## config.mk

```make
export PLATFORM = sky130hd
export DESIGN_NAME = sorted_priority_queue
export DESIGN_NICKNAME = d
export VERILOG_FILES = /design/src/spq_pkg.sv /design/src/sorted_priority_queue.sv /design/src/spq_cell.sv
export SDC_FILE = /design/constraint.sdc
export NUM_CORES = 2
export LEC_CHECK = 0
export BUFFER_PORTS_ARGS = -buffer_cell sky130_fd_sc_hd__buf_4
export CAP_MARGIN = 20
export CORE_MARGIN = 5
export CORE_UTILIZATION = 40
export CTS_CLUSTER_SIZE = 24
export DETAILED_ROUTE_END_ITERATION = 6
export PLACE_DENSITY = 0.57
export SLEW_MARGIN = 20
export SYNTH_ARGS = -nofsm -noshare
export SYNTH_HDL_FRONTEND = slang
export SYNTH_SLANG_ARGS = --single-unit
```

## constraint.sdc

```tcl
create_clock -name clk_i -period 8.1 [get_ports clk_i]
set_input_delay 0 -clock clk_i [delete_from_list [all_inputs] [get_ports clk_i]]
set_output_delay 0 -clock clk_i [all_outputs]
set_load 0.02 [all_outputs]
```

## src/spq_pkg.sv

```systemverilog
`timescale 1ns / 1ps
// ----------------------------------------------------------------------------
// spq_pkg
// Shared types and constants for the sorted priority queue.
// ----------------------------------------------------------------------------
package spq_pkg;

  // Default sizes
  localparam int unsigned DEPTH_DEF   = 16;
  localparam int unsigned ID_BITS_DEF = 16;
  localparam int unsigned KEY_BITS    = 32;

  // Operation codes
  typedef enum logic [1:0] {
    OP_INSERT = 2'd0,
    OP_POP    = 2'd1,
    OP_FIND   = 2'd2,
    OP_NOP    = 2'd3
  } opcode_e;

  // Result status codes
  typedef enum logic [1:0] {
    ST_OK    = 2'd0,
    ST_EMPTY = 2'd1,
    ST_FULL  = 2'd2
  } status_e;

  // Per-cycle control broadcast to every cell
  typedef struct packed {
    logic ins;   // insert transfer, queue not full
    logic pop;   // pop transfer, queue not empty
    logic desc;  // descending order
  } ctrl_t;

  // Stored key s lies strictly after key k in queue order
  function automatic logic key_after(input logic [KEY_BITS-1:0] s,
                                     input logic [KEY_BITS-1:0] k,
                                     input logic desc);
    key_after = desc ? (s < k) : (s > k);
  endfunction

endpackage

```

## src/sorted_priority_queue.sv

```systemverilog
`timescale 1ns / 1ps
// ----------------------------------------------------------------------------
// sorted_priority_queue
// Bounded priority queue kept sorted in a row of compare-and-shift cells.
// ----------------------------------------------------------------------------
//  Channel   Direction  Handshake                  Payload
//  in        input      in_valid_i / in_ready_o    opcode, entry_key, entry_id
//  out       output     out_valid_o / out_ready_i  status, head_key, head_id,
//                                                  found, occupancy
//  cfg       input      cfg_valid_i / cfg_ready_o  cfg_data_i (order_descending)
//
//  All cells compare and shift in parallel, so one item is accepted per
//  clock while the output side does not stall; the result appears on the
//  output register the cycle after the transfer.
//  A new item is taken while the output register is empty or being drained.
//  Reset clears the fill count, the order register and the output valid flag;
//  slot contents are not reset. A stall on the output side holds the input ready low.
// ----------------------------------------------------------------------------
module sorted_priority_queue
  import spq_pkg::*;
#(
  parameter int unsigned DEPTH   = DEPTH_DEF,
  parameter int unsigned ID_BITS = ID_BITS_DEF,
  localparam int unsigned CNT_W  = $clog2(DEPTH + 1)
) (
  input  logic                clk_i,
  input  logic                rst_ni,
  // item input
  input  logic                in_valid_i,
  output logic                in_ready_o,
  input  logic [1:0]          opcode_i,
  input  logic [KEY_BITS-1:0] entry_key_i,
  input  logic [ID_BITS-1:0]  entry_id_i,
  // result output
  output logic                out_valid_o,
  input  logic                out_ready_i,
  output logic [1:0]          status_o,
  output logic [KEY_BITS-1:0] head_key_o,
  output logic [ID_BITS-1:0]  head_id_o,
  output logic                found_o,
  output logic [CNT_W-1:0]    occupancy_o,
  // configuration write
  input  logic                cfg_valid_i,
  output logic                cfg_ready_o,
  input  logic                cfg_data_i
);

  logic [CNT_W-1:0] count_q, count_d;
  logic             desc_q;
  logic             out_valid_q;
  status_e          status_q, status_d;
  logic [KEY_BITS-1:0] head_key_q, head_key_d;
  logic [ID_BITS-1:0]  head_id_q, head_id_d;
  logic             found_q, found_d;
  logic [CNT_W-1:0] occ_out_q;

  logic    in_fire;
  logic    full, empty;
  opcode_e op;
  ctrl_t   ctrl;

  logic [DEPTH-1:0] occ, go, match;
  logic [KEY_BITS-1:0] cell_key [DEPTH];
  logic [ID_BITS-1:0]  cell_id  [DEPTH];

  assign in_ready_o = !out_valid_q || out_ready_i;
  assign in_fire    = in_valid_i && in_ready_o;
  assign op         = opcode_e'(opcode_i);
  assign full       = (count_q == CNT_W'(DEPTH));
  assign empty      = (count_q == '0);

  // Control broadcast to the cell row
  assign ctrl.ins  = in_fire && (op == OP_INSERT) && !full;
  assign ctrl.pop  = in_fire && (op == OP_POP) && !empty;
  assign ctrl.desc = desc_q;

  // Cell row, slot 0 is the head
  for (genvar i = 0; i < DEPTH; i++) begin : g_cell
    logic                go_left;
    logic [KEY_BITS-1:0] left_key, right_key;
    logic [ID_BITS-1:0]  left_id, right_id;

    assign occ[i] = (CNT_W'(i) < count_q);

    if (i == 0) begin : g_head
      assign go_left  = 1'b0;
      assign left_key = '0;
      assign left_id  = '0;
    end else begin : g_mid
      assign go_left  = go[i-1];
      assign left_key = cell_key[i-1];
      assign left_id  = cell_id[i-1];
    end

    if (i == DEPTH - 1) begin : g_tail
      assign right_key = '0;
      assign right_id  = '0;
    end else begin : g_body
      assign right_key = cell_key[i+1];
      assign right_id  = cell_id[i+1];
    end

    spq_cell #(
      .ID_BITS(ID_BITS)
    ) u_cell (
      .clk_i      (clk_i),
      .ctrl_i     (ctrl),
      .occ_i      (occ[i]),
      .en_i       (in_fire),
      .new_key_i  (entry_key_i),
      .new_id_i   (entry_id_i),
      .go_left_i  (go_left),
      .left_key_i (left_key),
      .left_id_i  (left_id),
      .right_key_i(right_key),
      .right_id_i (right_id),
      .go_o       (go[i]),
      .match_o    (match[i]),
      .key_o      (cell_key[i]),
      .id_o       (cell_id[i])
    );
  end

  // Result and fill count for the transferred item
  always_comb begin
    count_d    = count_q;
    status_d   = ST_OK;
    head_key_d = '0;
    head_id_d  = '0;
    found_d    = 1'b0;
    case (op)
      OP_INSERT: begin
        if (full) status_d = ST_FULL;
        else      count_d  = count_q + CNT_W'(1);
      end
      OP_POP: begin
        if (empty) begin
          status_d = ST_EMPTY;
        end else begin
          head_key_d = cell_key[0];
          head_id_d  = cell_id[0];
          count_d    = count_q - CNT_W'(1);
        end
      end
      OP_FIND: found_d = |match;
      default: ;
    endcase
  end

  // Control state
  always_ff @(posedge clk_i or negedge rst_ni) begin
    if (!rst_ni) begin
      count_q     <= '0;
      desc_q      <= 1'b0;
      out_valid_q <= 1'b0;
    end else begin
      if (in_fire) begin
        count_q <= count_d;
      end
      // order may only change while the queue is empty
      if (cfg_valid_i && empty) begin
        desc_q <= cfg_data_i;
      end
      if (in_fire) begin
        out_valid_q <= 1'b1;
      end else if (out_ready_i) begin
        out_valid_q <= 1'b0;
      end
    end
  end

  // Output payload register
  always_ff @(posedge clk_i) begin
    if (in_fire) begin
      status_q   <= status_d;
      head_key_q <= head_key_d;
      head_id_q  <= head_id_d;
      found_q    <= found_d;
      occ_out_q  <= count_d;
    end
  end

  assign cfg_ready_o = 1'b1;
  assign out_valid_o = out_valid_q;
  assign status_o    = status_q;
  assign head_key_o  = head_key_q;
  assign head_id_o   = head_id_q;
  assign found_o     = found_q;
  assign occupancy_o = occ_out_q;

  // Checks
  a_count_bound: assert property (@(posedge clk_i) disable iff (!rst_ni)
    count_q <= CNT_W'(DEPTH))
    else $error("fill count above depth");

  a_pop_dec: assert property (@(posedge clk_i) disable iff (!rst_ni)
    (in_fire && (op == OP_POP) && !empty) |=> (count_q == $past(count_q) - CNT_W'(1)))
    else $error("pop did not decrement fill count");

  a_empty_result: assert property (@(posedge clk_i) disable iff (!rst_ni)
    (out_valid_q && (status_q == ST_EMPTY)) |-> (head_key_q == '0 && occ_out_q == '0))
    else $error("empty pop result carries data");

  a_full_hold: assert property (@(posedge clk_i) disable iff (!rst_ni)
    (in_fire && (op == OP_INSERT) && full) |=> (count_q == CNT_W'(DEPTH)))
    else $error("insert into full queue changed fill count");

endmodule

```

## src/spq_cell.sv

```systemverilog
`timescale 1ns / 1ps
// ----------------------------------------------------------------------------
// spq_cell
// One queue slot: holds a key and id, compares against the incoming key and
// shifts with its neighbours on insert and pop.
// ----------------------------------------------------------------------------
module spq_cell
  import spq_pkg::*;
#(
  parameter int unsigned ID_BITS = ID_BITS_DEF
) (
  input  logic                clk_i,
  input  ctrl_t               ctrl_i,
  input  logic                occ_i,      // slot currently holds an entry
  input  logic                en_i,       // an item is transferred this cycle
  input  logic [KEY_BITS-1:0] new_key_i,
  input  logic [ID_BITS-1:0]  new_id_i,
  // left neighbour (towards the head)
  input  logic                go_left_i,
  input  logic [KEY_BITS-1:0] left_key_i,
  input  logic [ID_BITS-1:0]  left_id_i,
  // right neighbour (towards the tail)
  input  logic [KEY_BITS-1:0] right_key_i,
  input  logic [ID_BITS-1:0]  right_id_i,
  output logic                go_o,
  output logic                match_o,
  output logic [KEY_BITS-1:0] key_o,
  output logic [ID_BITS-1:0]  id_o
);

  logic [KEY_BITS-1:0] key_q, key_d;
  logic [ID_BITS-1:0]  id_q, id_d;

  // Insert point lies here or earlier: free slot, or stored key after new key
  assign go_o = !occ_i || key_after(key_q, new_key_i, ctrl_i.desc);

  // Find hit, only if the scan has not stopped before this slot
  assign match_o = occ_i && (id_q == new_id_i) && !go_left_i;

  // Next slot contents
  always_comb begin
    key_d = key_q;
    id_d  = id_q;
    if (ctrl_i.ins) begin
      if (go_left_i) begin
        key_d = left_key_i;
        id_d  = left_id_i;
      end else if (go_o) begin
        key_d = new_key_i;
        id_d  = new_id_i;
      end
    end else if (ctrl_i.pop) begin
      key_d = right_key_i;
      id_d  = right_id_i;
    end
  end

  always_ff @(posedge clk_i) begin
    if (en_i) begin
      key_q <= key_d;
      id_q  <= id_d;
    end
  end

  assign key_o = key_q;
  assign id_o  = id_q;

endmodule
```

# Word level (Yosys, flattened, before mapping)
# Cells that the tools add are included.
# totals
regBits	831
latchBits	0
ram_bits	0
mem_bits_ro	0
out_inout_bits	59
elab_cells	386
n_memories	0
# classes
addsub	2
multipliers	0
div	0
order_cmp	48
n_eq_ne	35
shift	0
mux	150
bitwise	1
reduce_logical	110
# ops
cell	n
2-to-1 mux 32 bit	63
2-to-1 mux 16 bit	63
> comparator 32 bit	16
< comparator 32 bit	16
== test 16 bit	16
AND reduction 3 bit	16
!= test 3 x 1 -> 1 bit, second input constant	15
< comparator 4 x 5 -> 1 bit, first input constant	8
logical AND 1 bit	37
zero test 1 bit	34
< comparator 3 x 5 -> 1 bit, first input constant	4
2-to-1 mux 1 bit	19
logical OR 1 bit	17
OR reduction 16 bit	1
< comparator 1 x 5 -> 1 bit, first input constant	2
< comparator 2 x 5 -> 1 bit, first input constant	2
2-to-1 mux 5 bit	2
one-hot mux 5 bit (2 select lines)	1
adder 5 x 1 -> 5 bit, second input constant	1
== test 5 bit, second input constant	1
zero test 5 bit	1
subtractor 5 x 1 -> 5 bit, second input constant	1
one-hot mux 2 bit (2 select lines)	1
nonzero test 2 bit	2
other kinds (7)	7

# Longest topological paths before layout
# depth
depth_word	7
depth_mapped	15
ltp_nobuf	11

# Hierarchy
# From an unflattened synthesis, not the netlist that was laid out.
# unflattened
cells_unflattened	5952
area_unflattened_um2	58820.2
# by_module_without_submodules
mod	instances	cells_per_inst	area_each_um2	seq_area_each_um2
spq_cell	16	358	3498.4	1441.4
sorted_priority_queue	1	224	2846.5	1856.8

# Worst setup path before layout
# No wires, ideal clock.
# synth_path
kind	reg2reg
startpoint	register out_valid_q (netlist: out_valid_o)
endpoint	register g_cell[7].u_cell.id_q[0], enable pin
setup_ps	469
arrival_time_ps	5829
required_time_ps	7631
setup_slack_ps	1802
stages_incl_launch_ff	7
synth_period_minus_slack_ps	6298
cell_sequence	dfrtp_1 -> nand2b_1 -> and2_1 -> clkbuf_1 -> o21ai_1 -> clkbuf_1 -> a21oi_1
# synth_between
elab_chain_cells	7
elab_cells_between_ends	10
# synth_rtl
element	line	rtl
start, declared	sorted_priority_queue.sv:50	logic out_valid_q;
start signal, assigned	sorted_priority_queue.sv:155	out_valid_q <= 1'b0;
start signal, assigned	sorted_priority_queue.sv:165	out_valid_q <= 1'b1;
start signal, assigned	sorted_priority_queue.sv:167	out_valid_q <= 1'b0;
zero test 1 bit *	sorted_priority_queue.sv:66	assign in_ready_o = !out_valid_q || out_ready_i;
logical OR 1 bit *	sorted_priority_queue.sv:66	
via in_ready_o	sorted_priority_queue.sv:30	output logic in_ready_o,
logical AND 1 bit *	sorted_priority_queue.sv:67	assign in_fire = in_valid_i && in_ready_o;
via g_cell[0].u_cell.en_i	spq_cell.sv:15	input logic en_i,
logical AND 1 bit (on tied branches) (2 in series)	sorted_priority_queue.sv:73, sorted_priority_queue.sv:74	
!= test 3 x 1 -> 1 bit (no line) or nonzero test 2 bit (tied branches)	-	
AND reduction 3 bit (no line) *	-	
end signal, assigned	spq_cell.sv:61	id_q <= id_d;
end, declared	spq_cell.sv:32	logic [ID_BITS-1:0] id_q, id_d;
# The timed path passes the listed nets; every way through them passes the cells marked *.
# A chain may end at the register's enable or synchronous reset.

# Worst setup path after layout
# layout_path
startpoint	input entry_key_i[29]
endpoint	register g_cell[7].u_cell.key_q[13], enable pin
# layout_between
elab_chain_cells	5
elab_cells_between_ends	10
# layout_rtl
element	line	rtl
start, declared	sorted_priority_queue.sv:32	input logic [KEY_BITS-1:0] entry_key_i,
> comparator 32 bit or < comparator 32 bit (tied branches)	spq_pkg.sv:39	key_after = desc ? (s < k) : (s > k);
2-to-1 mux 1 bit	spq_pkg.sv:39	
logical OR 1 bit	spq_cell.sv:35	assign go_o = !occ_i || key_after(key_q, new_key_i, ctrl_i.desc);
!= test 3 x 1 -> 1 bit (no line) *	-	
AND reduction 3 bit (no line) *	-	
end signal, assigned	spq_cell.sv:60	key_q <= key_d;
end, declared	spq_cell.sv:31	logic [KEY_BITS-1:0] key_q, key_d;
# Mark *: on every way between the ends. The rest lies on a longest branch, timed or not.

==> metrics.md <==
| Metric | Value |
|---|---|
| Die area | about 150000 um^2 |
| Syn nets | approximately 6000 |
| Num CTS Buffers | 101 |
| Max Clock Skew | roughly 0.032 ns |
| Syn Inst Count | ~5400 |
| GPL Wtd Cong | roughly 0.95 |
| Via density per instance | roughly 6.0 |
| Die width | 382 um |
| Seq/Total Area, Yosys | 44.9% |
| H-tree lvl count | 3 |
| Fillers | about 13000 |
| MaxCap Viol Count | 0 |
| CP Cell Sequence | dlygate4sd3_1, buf_4, inv_1, ha_1, nand4_1, nor4_1, o21a_1, o21a_1, o21ai_0, o311ai_4, buf_4, nor2_1, a21oi_4, buf_4 |
| Power Dens Cells | about 260 nW/um^2 |
| Clk_lat worst skew | between 0.7 and 0.8 ns |
| CP peak stage delay | between 1 and 1.5 ns |
| Ys async rst share | less than 1% |
| First-pass GRT wire length | between 200 and 300 mm |
| Max_slew headroom | between 10% and 20% |
| Worst r2r src | g_cell[7].u_cell.key_o[29] |
| CTS tree | yes |
| Detail Route Antenna Nets | 0 |
| Worst Setup SP | entry_key_i[29] |
| Setup TNS | 0 ns |
| Drt total wl | between 200 and 250 mm |
| Multi-input logic area | around 29000 um^2 |
| Clk buf depth | 3 |
| Post-route cell area | ~62000 um^2 |
| Synth Warn # | 0 |
| DR pass1 iterations | 7 |
| Initial Utilization | 40.3% |
| Initial drt markers | around 5000 |
| Clock transition at the registers of the reported paths | 0.06 ns |
| HP Class | input pin to register |
| Detailed placer's ending HPWL | approximately 150 mm |
| CP Capture Type | register |
| Gr ovfl total | 0 |
| CP delay by family, top | buffers and inverters |
| Hold path start | out_ready_i |
| Routed vias | roughly 44000 |
| Leading cell types in the layout, fill and taps excluded | 890 x nand2_1, 824 x edfxtp_1, 758 x o21ai_0 |
| Pins Over Slew Limit | 0 |
| Critical-path top delay cell | nor4_1 |
| Mean Syn Cell Area | between 10 and 15 um^2 |
| Total GRT Usage | between 20% and 30% |
| Initial antenna violation count | 13 |
| RSZ-0062 raised after global routing | false |
| Chip Height | ~380 um |
| CP Class | input pin to register |
| CORE AREA | approximately 140000 um^2 |
| Outcome | finished with violations |
| CP Data Required Time | approximately 8.5 ns |
| PortBufs | between 100 and 150 |
| Primary FF master, synth | edfxtp_1 |
| CP Max Fanout | 32 |
| Sequential Area | 24900 um^2 |
| Number of synthesized flops with an enable pin | 824 |
| CTS root buf | clkbuf_16 |
| Final setup fails | 0 |
| Fraction of layout cells with a size suffix above 1 | ~6.9% |
| Leakage | 25.9 nW |
| Setup crit start kind | input pin |
| Tmin final | roughly 5.7 ns |
| Most common cell after layout, fill and taps aside | nand2_1 |
| CP Data Arrival Time | ~6.1 ns |
| FF+latch count, synth | between 800 and 900 |
| Ports | approximately 120 |
| Distinct cells, synth | 70 |
| Most used cell, CP | buf_4 |
| Clock sinks | around 830 |
| Failing checks | DRC |
| Cts repair resizes | 0 |
| Slew @ Worst Pin | between 1 and 1.5 ns |
| Worst VDD drop | about 0.27 mV |
| Largest net degree at the start of global routing | 268 |
| FP Rows | approximately 140 |
| Area Growth Syn to Fin | 11.8% |
| Drt wl/cell | roughly 28 um |
| Final hold violations | 0 |
| Period utilization | about 70% |
| Drt drc | 10 |
| Cell area after synthesis | roughly 55000 um^2 |
| Net count, final | ~6000 |
| Buffer and inverter count on the worst path | 5 |
| Vias in the first global route | a little over 40000 |
| DP Area | between 50000 and 60000 um^2 |
| Fmax | roughly 180 MHz |
## synth_stat cells, types with 19 or more instances
| cell | number | area (um^2) |
|---|---|---|
| mux2i_1 | 674 | 6750 |
| a21oi_1 | 246 | 1230 |
| xnor2_1 | 118 | 1030 |
| clkbuf_1 | 295 | 1110 |
| nor3_1 | 35 | 175 |
| nor4_1 | 67 | 419 |
| xor2_1 | 140 | 1230 |
| buf_2 | 52 | 260 |
| o211ai_1 | 35 | 263 |
| o21ai_0 | 759 | 3800 |
| nand2_1 | 891 | 3340 |
| nand3_1 | 58 | 290 |
| nand4_1 | 128 | 801 |
| a21o_1 | 78 | 586 |
| nor2_1 | 142 | 533 |
| o21ai_1 | 19 | 95.1 |
| edfxtp_1 | 824 | 24700 |
| inv_1 | 73 | 274 |
| ha_1 | 515 | 6440 |
| and2_1 | 49 | 307 |
## layer usage
layer	part of all wire (%)	vias up	track usage (%)
met1	43	21400	37.1
met3	7.9	322	4.25
met4	4.0	2	9.95
li1	-	20000	-
met5	0.0054	-	0
met2	45	1924	42.7
## flip-flops by register name, indices dropped and copies added (netlist names)
register,cells
count_q,5
desc_q,1
found_o,1
g_cell.u_cell.id_o,256
g_cell.u_cell.key_o,512
head_id_o,16
head_key_o,32
occupancy_o,5
out_valid_o,1
status_o,2
## metrics by stage
stage	total power, W	setup WS [ns]	cells	hold WS (ns)	utilization, %
finish	0.0164	2.40	7275	0.0944	45.0
global route	0.0170	2.39	7273	0.101	45.0
CTS	0.0164	2.55	7271	0.0417	45.0
detailed placement	0.0117	2.33	7027	-0.145	42.2
global placement	0.0116	2.42	7025	-0.147	42.2
floorplan	0.00964	1.80	5417	-0.296	-
## repair_timing
item                      CTS  global route
hold buffers               58             0
hold endpoints to repair  653             0
setup buffers               0             0
## cells by family (layout without fill, tap and decap cells)
| logic type | Yosys count | in the layout | synth area share, % |
|---|---|---|---|
| AO/OA/AOI/OAI | 1237 | 1237 | 12.2 |
| XOR/XNOR | 258 | 258 | 4.07 |
| adder cells (fa/ha/maj) | 515 | 515 | 11.6 |
| buffers and inverters | 440 | 500 | 3.16 |
| flip-flops | 831 | 831 | 44.9 |
| multiplexers | 682 | 682 | 12.3 |
| other | 1 | 5 | 0.00676 |
| AND/OR/NAND/NOR | 1453 | 1453 | 11.7 |
## cell type report
| cell class | count | area share, % |
|---|---|---|
| tap | 1794 | 3.62 |
| clock buffer | 126 | 4.28 |
| antenna | 4 | 0.0161 |
| inverter | 74 | 0.448 |
| sequential | 831 | 40.2 |
| multi-input combinational | 4146 | 47.0 |
| timing repair buffer | 240 | 3.39 |
| clock inverter | 60 | 1.04 |
## worst paths after layout
| path | slack, ns | cells past startpoint | end |
|---|---|---|---|
| worst max-delay path | 2.40 | 14 | g_cell[7].u_cell.key_o[13] |
| worst min-delay path | 0.09 | 3 | status_o[0] |
| worst max register to register | 2.57 | 11 | g_cell[7].u_cell.key_o[13] |
| worst min register to register | 0.57 | 2 | g_cell[14].u_cell.key_o[21] |
| max in group asynchronous | 7.27 | 3 | count_q[2] |
| min in group asynchronous | 0.39 | 3 | desc_q |
## power by group
part	internal [W]	switching [W]	total (W)
logic	0.00220	0.00385	0.00605
registers	0.00528	0.000416	0.00569
clock network	0.00270	0.00197	0.00467
## tightest hold or removal path, stage by stage
cell and delay [ns]:
buf_4 0.11, nand2b_1 0.16, and2_4 0.31
(Power assumes the default switching activity.)
